## config.mk

```make
export PLATFORM = sky130hd
export DESIGN_NAME = rotary_encoder_decoder_with_momentum
export DESIGN_NICKNAME = d
export VERILOG_FILES = /design/src/hdl/redm_pkg.sv /design/src/hdl/rotary_encoder_decoder_with_momentum.sv /design/src/hdl/redm_in_stage.sv /design/src/hdl/redm_core.sv
export SDC_FILE = /design/constraint.sdc
export NUM_CORES = 1
export LEC_CHECK = 0
export BUFFER_PORTS_ARGS = -buffer_cell sky130_fd_sc_hd__buf_2
export CAP_MARGIN = 10
export CORE_MARGIN = 1
export CORE_UTILIZATION = 55
export CTS_BUF_LIST = sky130_fd_sc_hd__clkbuf_8 sky130_fd_sc_hd__clkbuf_16
export CTS_CLUSTER_SIZE = 8
export DETAILED_ROUTE_END_ITERATION = 16
export GPL_TIMING_DRIVEN = 0
export PLACE_DENSITY = 0.76
export SETUP_SLACK_MARGIN = 0.5
export SLEW_MARGIN = 20
export SYNTH_ARGS = -nofsm -noshare
export SYNTH_HDL_FRONTEND = slang
export SYNTH_SLANG_ARGS = --single-unit
```

## constraint.sdc

```tcl
create_clock -name aclk -period 17.15 [get_ports aclk]
set_clock_uncertainty 0.2 [all_clocks]
set_input_delay 3.43 -clock aclk [delete_from_list [all_inputs] [get_ports aclk]]
set_output_delay 3.43 -clock aclk [all_outputs]
set_load 0.03 [all_outputs]
```

## src/hdl/redm_pkg.sv

```systemverilog
// Shared types and constants of the rotary encoder decoder with momentum.
// No dependencies; imported by every module under hdl.
`default_nettype none

package redm_pkg;

    // Widths fixed by the stream payload
    localparam int TIME_MS_WIDTH = 32;
    localparam int VALUE_WIDTH   = 16;
    localparam int S_TDATA_WIDTH = 56;
    localparam int M_TDATA_WIDTH = 16;

    // Default storage widths handed to the top level
    localparam int DEF_COUNT_WIDTH = 16;
    localparam int DEF_TIME_WIDTH  = 32;

    // Interval thresholds in ms and the matching step sizes
    localparam int INTERVAL_FAST = 10;
    localparam int INTERVAL_MID  = 20;
    localparam int INTERVAL_SLOW = 50;

    localparam int STEP_WIDTH = 3;
    localparam logic [STEP_WIDTH-1:0] STEP_FAST = 3'd5;
    localparam logic [STEP_WIDTH-1:0] STEP_MID  = 3'd3;
    localparam logic [STEP_WIDTH-1:0] STEP_SLOW = 3'd2;
    localparam logic [STEP_WIDTH-1:0] STEP_ONE  = 3'd1;

    typedef enum logic {
        OP_PIN_EVENT = 1'b0,
        OP_LOAD      = 1'b1
    } op_t;

    typedef struct packed {
        op_t                             op;
        logic                            pin_a;
        logic                            pin_b;
        logic [TIME_MS_WIDTH-1:0]        time_ms;
        logic signed [VALUE_WIDTH-1:0]   write_value;
    } item_t;

endpackage

`default_nettype wire

```

## src/hdl/rotary_encoder_decoder_with_momentum.sv

```systemverilog
// Rotary encoder decoder with momentum: top level with config and result register.
// Depends on redm_pkg, redm_in_stage and redm_core.
//
// Usage:
//   s_axis carries one request per beat: tuser is the op (0 = pin event,
//   1 = load), tdata the pin levels, the ms timestamp and the load value.
//   m_axis returns exactly one beat per request, the 16-bit count after it.
//   cfg_wen/cfg_wdata write momentum_enable; write it only while idle.
// Stages: two register stages, the input register and then the result register;
//   a request's count is written into the result register as it leaves the input register.
// Throughput: one request per cycle while m_axis_tready stays high; the counter and
//   detent state are updated by a loop around their own registers in redm_core.
// Reset (aresetn low, synchronous): both stages empty, counter, detent state,
//   timestamp and momentum_enable cleared.
// Stall: while m_axis_tready is low the result holds; if the input register is
//   empty one more request is taken into it, then s_axis_tready drops.
`default_nettype none

module rotary_encoder_decoder_with_momentum
    import redm_pkg::*;
#(
    parameter int COUNT_WIDTH = DEF_COUNT_WIDTH,
    parameter int TIME_WIDTH  = DEF_TIME_WIDTH
) (
    input  wire logic                     aclk,
    input  wire logic                     aresetn,
    input  wire logic                     cfg_wen,
    input  wire logic                     cfg_wdata,     // momentum_enable
    input  wire logic                     s_axis_tvalid,
    output logic                          s_axis_tready,
    input  wire logic [S_TDATA_WIDTH-1:0] s_axis_tdata,  // pin_a, pin_b, time_ms[31:0],
                                                         // write_value[15:0], zero pad
    input  wire logic                     s_axis_tuser,  // op
    output logic                          m_axis_tvalid,
    input  wire logic                     m_axis_tready,
    output logic [M_TDATA_WIDTH-1:0]      m_axis_tdata   // count[15:0]
);

    logic                     momentum_reg;
    item_t                    s_item;
    item_t                    item;
    logic                     item_valid;
    logic                     advance;
    logic                     fire;
    logic [M_TDATA_WIDTH-1:0] count_next;
    logic                     m_valid_reg, m_valid_next;
    logic [M_TDATA_WIDTH-1:0] m_data_reg;

    assign s_item.op          = op_t'(s_axis_tuser);
    assign s_item.pin_a       = s_axis_tdata[0];
    assign s_item.pin_b       = s_axis_tdata[1];
    assign s_item.time_ms     = s_axis_tdata[33:2];
    assign s_item.write_value = s_axis_tdata[49:34];

    always_ff @(posedge aclk) begin
        if (!aresetn) begin
            momentum_reg <= 1'b0;
        end else if (cfg_wen) begin
            momentum_reg <= cfg_wdata;
        end
    end

    // Advance whenever the result register is free or being drained
    assign advance = !m_valid_reg || m_axis_tready;
    assign fire    = item_valid && advance;

    redm_in_stage u_in_stage (
        .aclk       (aclk),
        .aresetn    (aresetn),
        .s_valid    (s_axis_tvalid),
        .s_ready    (s_axis_tready),
        .s_item     (s_item),
        .advance    (advance),
        .item_valid (item_valid),
        .item       (item)
    );

    redm_core #(
        .COUNT_WIDTH (COUNT_WIDTH),
        .TIME_WIDTH  (TIME_WIDTH)
    ) u_core (
        .aclk            (aclk),
        .aresetn         (aresetn),
        .fire            (fire),
        .item            (item),
        .momentum_enable (momentum_reg),
        .count_next      (count_next)
    );

    always_comb begin
        m_valid_next = m_valid_reg;
        if (fire) begin
            m_valid_next = 1'b1;
        end else if (m_axis_tready) begin
            m_valid_next = 1'b0;
        end
    end

    always_ff @(posedge aclk) begin
        if (!aresetn) begin
            m_valid_reg <= 1'b0;
        end else begin
            m_valid_reg <= m_valid_next;
        end
    end

    always_ff @(posedge aclk) begin
        if (fire) begin
            m_data_reg <= count_next;
        end
    end

    assign m_axis_tvalid = m_valid_reg;
    assign m_axis_tdata  = m_data_reg;

    // A held request must not vanish while the result side stalls
    a_hold_stalled: assert property (@(posedge aclk) disable iff (!aresetn)
        item_valid && !advance |=> item_valid)
        else $error("stalled request dropped from input register");

    // Every processed request produces a result beat
    a_fire_result: assert property (@(posedge aclk) disable iff (!aresetn)
        fire |=> m_axis_tvalid)
        else $error("processed request produced no result");

    // With an empty result register the input side never blocks
    a_ready_when_empty: assert property (@(posedge aclk) disable iff (!aresetn)
        !m_axis_tvalid |-> s_axis_tready)
        else $error("input blocked while result register empty");

    // A result that is not taken is not overwritten
    a_no_overwrite: assert property (@(posedge aclk) disable iff (!aresetn)
        m_axis_tvalid && !m_axis_tready |-> !fire)
        else $error("result overwritten while stalled");

endmodule

`default_nettype wire

```

## src/hdl/redm_in_stage.sv

```systemverilog
// Input register of the encoder decoder: holds one accepted request.
// Depends on redm_pkg for the item type.
`default_nettype none

module redm_in_stage
    import redm_pkg::*;
(
    input  wire logic  aclk,
    input  wire logic  aresetn,
    input  wire logic  s_valid,
    output logic       s_ready,
    input  wire item_t s_item,
    input  wire logic  advance,
    output logic       item_valid,
    output item_t      item
);

    logic  valid_reg;
    logic  valid_next;
    item_t item_reg;
    logic  s_fire;

    assign s_ready = !valid_reg || advance;
    assign s_fire  = s_valid && s_ready;

    always_comb begin
        valid_next = valid_reg;
        if (s_fire) begin
            valid_next = 1'b1;
        end else if (advance) begin
            valid_next = 1'b0;
        end
    end

    always_ff @(posedge aclk) begin
        if (!aresetn) begin
            valid_reg <= 1'b0;
        end else begin
            valid_reg <= valid_next;
        end
    end

    // Payload needs no reset
    always_ff @(posedge aclk) begin
        if (s_fire) begin
            item_reg <= s_item;
        end
    end

    assign item_valid = valid_reg;
    assign item       = item_reg;

endmodule

`default_nettype wire

```

## src/hdl/redm_core.sv

```systemverilog
// Detent detection, momentum step and position counter of the encoder decoder.
// Depends on redm_pkg for the item type, thresholds and step sizes.
`default_nettype none

module redm_core
    import redm_pkg::*;
#(
    parameter int COUNT_WIDTH = DEF_COUNT_WIDTH,
    parameter int TIME_WIDTH  = DEF_TIME_WIDTH
) (
    input  wire logic                    aclk,
    input  wire logic                    aresetn,
    input  wire logic                    fire,
    input  wire item_t                   item,
    input  wire logic                    momentum_enable,
    output logic [M_TDATA_WIDTH-1:0]     count_next
);

    logic                   armed_reg, armed_next;
    logic                   prev_a_reg, prev_a_next;
    logic [TIME_WIDTH-1:0]  last_time_reg, last_time_next;
    logic [COUNT_WIDTH-1:0] position_reg, position_next;

    logic [TIME_WIDTH-1:0]          now;
    logic [TIME_WIDTH-1:0]          interval;
    logic [STEP_WIDTH-1:0]          step;
    logic                           up;
    logic [COUNT_WIDTH+VALUE_WIDTH-1:0] load_ext;
    logic [COUNT_WIDTH+M_TDATA_WIDTH-1:0] count_ext;

    assign now      = item.time_ms[TIME_WIDTH-1:0];
    assign interval = now - last_time_reg;
    assign load_ext = {{COUNT_WIDTH{item.write_value[VALUE_WIDTH-1]}}, item.write_value};
    // At HH a previous low A means down; at LL the sense flips
    assign up       = item.pin_a ? prev_a_reg : !prev_a_reg;

    always_comb begin
        if (!momentum_enable) begin
            step = STEP_ONE;
        end else if (interval < TIME_WIDTH'(INTERVAL_FAST)) begin
            step = STEP_FAST;
        end else if (interval < TIME_WIDTH'(INTERVAL_MID)) begin
            step = STEP_MID;
        end else if (interval < TIME_WIDTH'(INTERVAL_SLOW)) begin
            step = STEP_SLOW;
        end else begin
            step = STEP_ONE;
        end
    end

    always_comb begin
        armed_next     = armed_reg;
        prev_a_next    = prev_a_reg;
        last_time_next = last_time_reg;
        position_next  = position_reg;
        unique case (item.op)
            OP_LOAD: begin
                position_next = load_ext[COUNT_WIDTH-1:0];
            end
            OP_PIN_EVENT: begin
                prev_a_next = item.pin_a;
                if (item.pin_a != item.pin_b) begin
                    armed_next = 1'b1;
                end else if (armed_reg) begin
                    armed_next = 1'b0;
                    if (momentum_enable) begin
                        last_time_next = now;
                    end
                    if (up) begin
                        position_next = position_reg + COUNT_WIDTH'(step);
                    end else begin
                        position_next = position_reg - COUNT_WIDTH'(step);
                    end
                end
            end
            default: begin
                position_next = position_reg;
            end
        endcase
    end

    always_ff @(posedge aclk) begin
        if (!aresetn) begin
            armed_reg     <= 1'b0;
            prev_a_reg    <= 1'b0;
            last_time_reg <= '0;
            position_reg  <= '0;
        end else if (fire) begin
            armed_reg     <= armed_next;
            prev_a_reg    <= prev_a_next;
            last_time_reg <= last_time_next;
            position_reg  <= position_next;
        end
    end

    // Zero-extend or truncate the counter to the 16-bit result
    assign count_ext  = {{M_TDATA_WIDTH{1'b0}}, position_next};
    assign count_next = count_ext[M_TDATA_WIDTH-1:0];

endmodule

`default_nettype wire

```

==> impl_metrics.py, run 1 <==
metrics = {
    "layout": {
        "largest_reg_flops": 51,
        "area_growth_pct": 16.15,
        "fin_nets": 998,
        "post-route-cell-area_mm2": 0.008403,
        "antenna_cells": 0,
        "ff_latch_area_mm2": 0.003073,
        "fillerInstances": 1078,
        "mostFrequentLayoutCells": "nand2_1 (127), buf_2 (75), edfxtp_1 (67)",
        "multi_input_area_mm2": 0.003882,
        "drive_gt1_share_pct": 14.11,
        "final_common_cell": "nand2_1",
    },
    "worst_hold_path": {
        "hp-class": "reg -> reg",
        "hold_path_startpoint": "u_core.last_time_reg[26]",
    },
    "floorplan": {
        "num_io_pins": 81,
        "initial_core_util_pct": 56.86,
        "rows": 41,
        "core_area_mm2": 0.01272,
        "die_x_um": 116.7,
        "die_area_mm2": 0.01362,
        "dieHeight_um": 116.7,
    },
    "clock_network": {
        "numCtsBuffers": 17,
        "cts_hold_buf": 0,
        "cts.sinks": 120,
        "post_cts_buffers": 0,
        "insertion_delay_ps": 420,
        "htreeDepth": 4,
        "clkTransAtPathRegs_ps": 60,
        "cts_buffer_depth": 2,
        "cts_root_buf": "clkbuf_16",
        "postCtsResizedCells": 0,
        "tritoncts": "built",
    },
    "run": {
        "cap_violations": 0,
    },
    "routing": {
        "vias_per_cell": 5.666,
        "wl_per_cell_um": 15.56,
        "via_count": 6074,
        "ant_nets": 0,
        "drc": 0,
        "routed_wl_um": 16680,
        "drt-pass1-iter-count": 5,
        "drt_iter0_markers": 372,
    },
    "synth": {
        "synth_cell_type_count": 60,
        "async_reset_ff_share_pct": 0,
        "post_synth.cell_area_avg_um2": 9.111,
        "syn-num-nets": 905,
        "syn_inst": 794,
        "yosys_warnings": 0,
        "synthesis.area_mm2": 0.007234,
        "synth-seq-area-share_pct": 42.48,
        "synth_edf_count": 67,
        "ys_ff_latch": 120,
        "synth_top_area_cell": "edfxtp_1",
        "yosys.area.top_type_share_pct": 27.81,
        "ys.flop_type": "edfxtp_1",
        "yosys-top-cells-area": "edfxtp_1 (28%), dfxtp_1 (15%), ha_1 (8.0%)",
    },
    "global_routing": {
        "grt_max_degree": 52,
        "grt_use_total_pct": 26.09,
        "grt_pass1_vias": 5840,
        "overflow": 0,
        "grt_pass1_wl_um": 27100,
        "grt_antenna_before_repair": 0,
    },
    "critical_path": {
        "critPathCaptureType": "flip-flop",
        "crit_path_start_kind": "flip-flop",
        "r2r-start": "u_in_stage.item[16]",
        "crit_required_ps": 17280,
        "max_stage_delay_ps": 620,
        "crit_top_cell": "a21o_1",
        "crit_end": "u_core.position_reg[15]",
        "path_class": "reg -> reg",
        "critical-path-slowest-cell": "a2111oi_0",
        "crit_fanout": 5,
        "worstPathArrival_ps": 8150,
        "r2r_cells": 28,
        "r2r_slack_ps": 9130,
        "startpoint": "u_in_stage.item[16]",
        "reg2reg_to": "u_core.position_reg[15]",
    },
    "sta": {
        "tightest_slew_ps": 752.2,
        "setup_violations": 0,
        "hold_violations": 0,
        "fmax_mhz": 124.7,
        "holdWs_ps": 261.7,
        "grt_setup_unrepaired": "no",
        "period_share_pct": 46.75,
        "final-max-slew-violation-count": 0,
        "period_minus_slack_ps": 8017,
        "finalSetupTns_ps": 0,
        "relSlewSlack_pct": 49.85,
    },
    "placement": {
        "gp_congestion": 0.9266,
        "place_hpwl_um": 11920,
        "port-buffer-count": 74,
        "placed_area_mm2": 0.007824,
    },
    "power_and_ir_drop": {
        "max-vdd-ir-drop_uv": 108.7,
        "p_leak_nw": 3.229,
        "power_mw": 0.7785,
        "cellPowerDensity_mw_per_mm2": 92.65,
    },
    "status": {
        "status": "finished clean",
    },
}
layer usage:
metal  vias up  GRT usage (%)  part of all wire (%)
met5         -              0                     0
li1       3041              -                     -
met1      2855          31.33                    44
met3        40          6.591                   4.0
met4         0          10.89                   2.7
met2       138          44.50                    49
cell usage after synthesis (all sizes together) (19+ instances only):
master	count
o21ai	47
dfxtp	53
ha	46
a21boi	43
nor2	48
a21o	25
inv	44
edfxtp	67
xnor2	19
nand2	127
a21oi	55
clkbuf	30
cell type report:
class	count	area share [%]
Multi-Input combinational cell	599	46.20
Buffer	31	1.400
Inverter	44	1.965
Clock buffer	17	5.063
Tap cell	172	2.561
Timing Repair Buffer	74	4.407
Clock inverter	15	1.831
Sequential cell	120	36.57
kinds of logic after synthesis:
logic type / count (synthesis) / synth area share [%]
and+or+nand+nor: 260 / 16.45
AOI/OAI and AO/OA: 235 / 21.43
DFF: 120 / 42.48
buffers and inverters: 75 / 3.891
adders and majority gates: 48 / 8.509
xor gates and xnor gates: 35 / 4.237
muxes: 21 / 3.009
worst min path at each step:
stage                                to  cells past startpoint  slack, ps
2_1_floorplan  u_core.last_time_reg[30]                      2        240
6_report       u_core.last_time_reg[26]                      2        260
5_1_grt        u_core.last_time_reg[26]                      2        280
3_3_place_gp   u_core.last_time_reg[22]                      2        250
3_5_place_dp   u_core.last_time_reg[26]                      2        260
4_1_cts        u_core.last_time_reg[26]                      2        260
worst max-delay path: cells and delay by family, from the launching register on:
family / cells / cell delay (ps)
compound gates: 16 / 4480
simple gates: 7 / 1450
fa+ha+maj: 3 / 950
mux: 2 / 490
flops: 1 / 370
where the power goes:
group	switching, mW	internal (mW)	total, mW
sequential	0.00597	0.317	0.323
clock	0.134	0.214	0.348
combinational	0.0650	0.0428	0.108
total	0.205	0.574	0.779
stage by stage:
| stage | utilization [%] | std cells | worst slack [ps] |
|---|---|---|---|
| floorplan | - | 794 | 9686 |
| global placement | 61.47 | 1040 | 9469 |
| detailed placement | 61.50 | 1040 | 9277 |
| CTS | 66.05 | 1072 | 9195 |
| global route | 66.05 | 1072 | 8476 |
| finish | 66.05 | 1072 | 9133 |
Power figures use the tool's default switching activity.
==> run 2, diff against run 1 <==
ABC_AREA = 1   (was unset)
PLACE_DENSITY = 0.75   (was 0.76)
clock period = 7.8 ns   (was 17.15 ns; I/O delays follow)
==> impl_metrics.py, run 2 <==
metrics = {
    "status": {
        "status": "finished clean",
    },
    "layout": {
        "largest_reg_flops": 51,
        "mostFrequentLayoutCells": "nand2_1 (312), inv_1 (197), nor2_1 (86)",
        "antenna_cells": 0,
        "fin_nets": 1287,
        "fin_util_pct": 66.25,
        "area_growth_pct": 15.39,
        "drive_gt1_share_pct": 11.61,
        "fillerInstances": 1251,
        "final_common_cell": "nand2_1",
    },
    "routing": {
        "via_count": 6986,
        "wl_per_cell_um": 13.70,
        "ant_nets": 0,
        "vias_per_cell": 5.118,
        "drc": 0,
        "routed_wl_um": 18700,
        "drt-pass1-iter-count": 5,
        "drt_iter0_markers": 489,
    },
    "clock_network": {
        "clkTransAtPathRegs_ps": 60,
        "cts_buffer_depth": 2,
        "postCtsResizedCells": 0,
        "cts_root_buf": "clkbuf_16",
        "htreeDepth": 4,
        "cts_hold_buf": 0,
        "numCtsBuffers": 17,
        "post_cts_buffers": 0,
        "tritoncts": "built",
        "insertion_delay_ps": 430,
        "cts.sinks": 120,
    },
    "synth": {
        "synth_cell_type_count": 38,
        "synth-seq-area-share_pct": 39.79,
        "async_reset_ff_share_pct": 0,
        "synthesis.area_mm2": 0.007724,
        "syn_inst": 1082,
        "yosys_warnings": 0,
        "syn-num-nets": 1193,
        "post_synth.cell_area_avg_um2": 7.138,
        "ys.flop_type": "edfxtp_1",
        "synth_edf_count": 67,
        "yosys.area.top_type_share_pct": 26.05,
        "ys_ff_latch": 120,
        "synth_common_cells": "nand2_1 (312), inv_1 (198), nor2_1 (86)",
        "yosysMostFrequentCell": "nand2_1",
        "synth_top_area_cell": "edfxtp_1",
        "yosys-top-cells-area": "edfxtp_1 (26%), nand2_1 (15%), dfxtp_1 (14%)",
    },
    "critical_path": {
        "critPathCaptureType": "flip-flop",
        "path_class": "reg -> reg",
        "crit_required_ps": 7770,
        "worstPathArrival_ps": 5540,
        "crit_path_start_kind": "flip-flop",
        "crit_fanout": 6,
    },
    "sta": {
        "final-max-slew-violation-count": 0,
        "tightest_slew_ps": 695.8,
        "setup_violations": 0,
        "period_share_pct": 71.43,
        "period_minus_slack_ps": 5571,
        "fmax_mhz": 179.5,
        "postLayoutSetupSlackWorst_ps": 2229,
        "finalSetupTns_ps": 0,
        "hold_violations": 0,
        "grt_setup_unrepaired": "no",
        "relSlewSlack_pct": 53.61,
    },
    "power_and_ir_drop": {
        "p_comb_share_pct": 16.4,
        "clock_power_share_pct": 43.4,
        "max-vdd-ir-drop_uv": 161.5,
        "p_switching_mw": 0.5084,
        "swShare_pct": 28.58,
        "power.internal_mw": 1.270,
        "seqPwrFrac_pct": 40.2,
        "cellPowerDensity_mw_per_mm2": 199.6,
        "p_leak_nw": 4.439,
    },
    "floorplan": {
        "core_area_mm2": 0.01345,
        "die_area_mm2": 0.01452,
        "die_x_um": 120.5,
        "rows": 42,
        "num_io_pins": 81,
        "initial_core_util_pct": 57.41,
        "dieHeight_um": 120.5,
    },
    "placement": {
        "pre_cts_ws_ps": 2419,
        "gp_congestion": 0.9174,
        "port-buffer-count": 74,
        "place_hpwl_um": 14110,
    },
    "global_routing": {
        "grt_use_total_pct": 27.37,
        "overflow": 0,
        "grt_pass1_vias": 6595,
        "grt_antenna_before_repair": 0,
        "grt_max_degree": 28,
        "grt_pass1_wl_um": 30550,
    },
    "worst_hold_path": {
        "hp-class": "reg -> reg",
    },
    "run": {
        "cap_violations": 0,
    },
}
==> run 2: changes by cell type in the layout (fill, tap and decap cells not counted), sizes merged, moves of 12 or more <==
cell and change:
nand2 +196, inv +156, nor2 +43, a21boi -42, nand3 +33, a21oi +30, o21ai +26, a21o -24
mux2i -15, clkbuf -12
==> run 2: path summary, 6_finish.rpt <==
check,start,to,depth (start not counted),slack (ps)
worst max register to register,u_in_stage.item[16],m_axis_tdata[9],26,2230
worst max-delay path,u_in_stage.item[16],m_axis_tdata[9],26,2230
worst min register to register,u_core.last_time_reg[21],u_core.last_time_reg[21],2,260
worst min-delay path,u_core.last_time_reg[21],u_core.last_time_reg[21],2,260
==> run 2: through the flow <==
step	std cells	hold WS (ps)	cell area (um2)	total power [mW]
2_1_floorplan	1082	232.5	7724	0.9367
3_3_place_gp	1332	244.1	8314	1.010
3_5_place_dp	1333	250.9	8335	1.015
4_1_cts	1365	259.2	8912	1.788
5_1_grt	1365	272.3	8912	1.857
6_report	1365	257.5	8912	1.779
==> run 2: area by class of cell <==
| class | count | area, um2 | share of cell area (%) |
|---|---|---|---|
| flip-flops and latches | 120 | 3073 | 34.48 |
| plain buffers | 18 | 68.82 | 0.7721 |
| clock inverters | 15 | 151.4 | 1.699 |
| clock buffers | 17 | 425.4 | 4.773 |
| repair buffers | 75 | 390.4 | 4.380 |
| inverters | 205 | 769.5 | 8.634 |
| multi-input cells | 739 | 3814 | 42.79 |
| well taps | 176 | 220.2 | 2.471 |
==> run 2: cell families (layout without fill, tap and decap cells) <==
logic type	after synthesis	in the layout	synth area share, %
xor+xnor	24	24	2.722
simple gates	494	494	26.97
compound gates	173	173	11.71
fa+ha+maj	48	48	7.970
flops	120	120	39.79
buf+inv	223	330	10.84
==> run 2: worst max-delay path, stage by stage, from the launching register on <==
cell and delay (ps):
edfxtp_1 370, inv_1 90, nand2_1 130, fa_1 490, nand3_1 100, nand3_1 180, nand3_1 150, nand3_1 180
xor2_1 200, inv_1 60, nand2_1 40, nor2_1 210, nand2_1 100, nor2_1 190, nand4_2 170, ha_1 230
a21oi_1 530, ha_1 410, nand2_1 90, inv_1 40, a21oi_1 300, o21ai_1 190, a21boi_0 240, or2_1 130
nand3_1 60, o211ai_1 150, nand2_1 80
==> run 2: power groups by stage <==
stage	clock [mW]	sequential (mW)	combinational [mW]
3_5_place_dp	0	0.728	0.288
5_1_grt	0.808	0.718	0.331
3_3_place_gp	0	0.728	0.282
4_1_cts	0.783	0.715	0.290
2_1_floorplan	0	0.735	0.202
6_report	0.771	0.715	0.292
==> run 2: per-layer routing <==
| metal | vias to the layer above | share of wire (%) | wire length, um | global-route usage (%) |
|---|---|---|---|---|
| met1 | 3121 | 45 | 8367 | 33.01 |
| met5 | - | 0 | 0 | 0 |
| met3 | 41 | 5.1 | 948 | 5.472 |
| li1 | 3642 | - | - | - |
| met4 | 0 | 2.3 | 438 | 10.96 |
| met2 | 182 | 48 | 8945 | 47.70 |
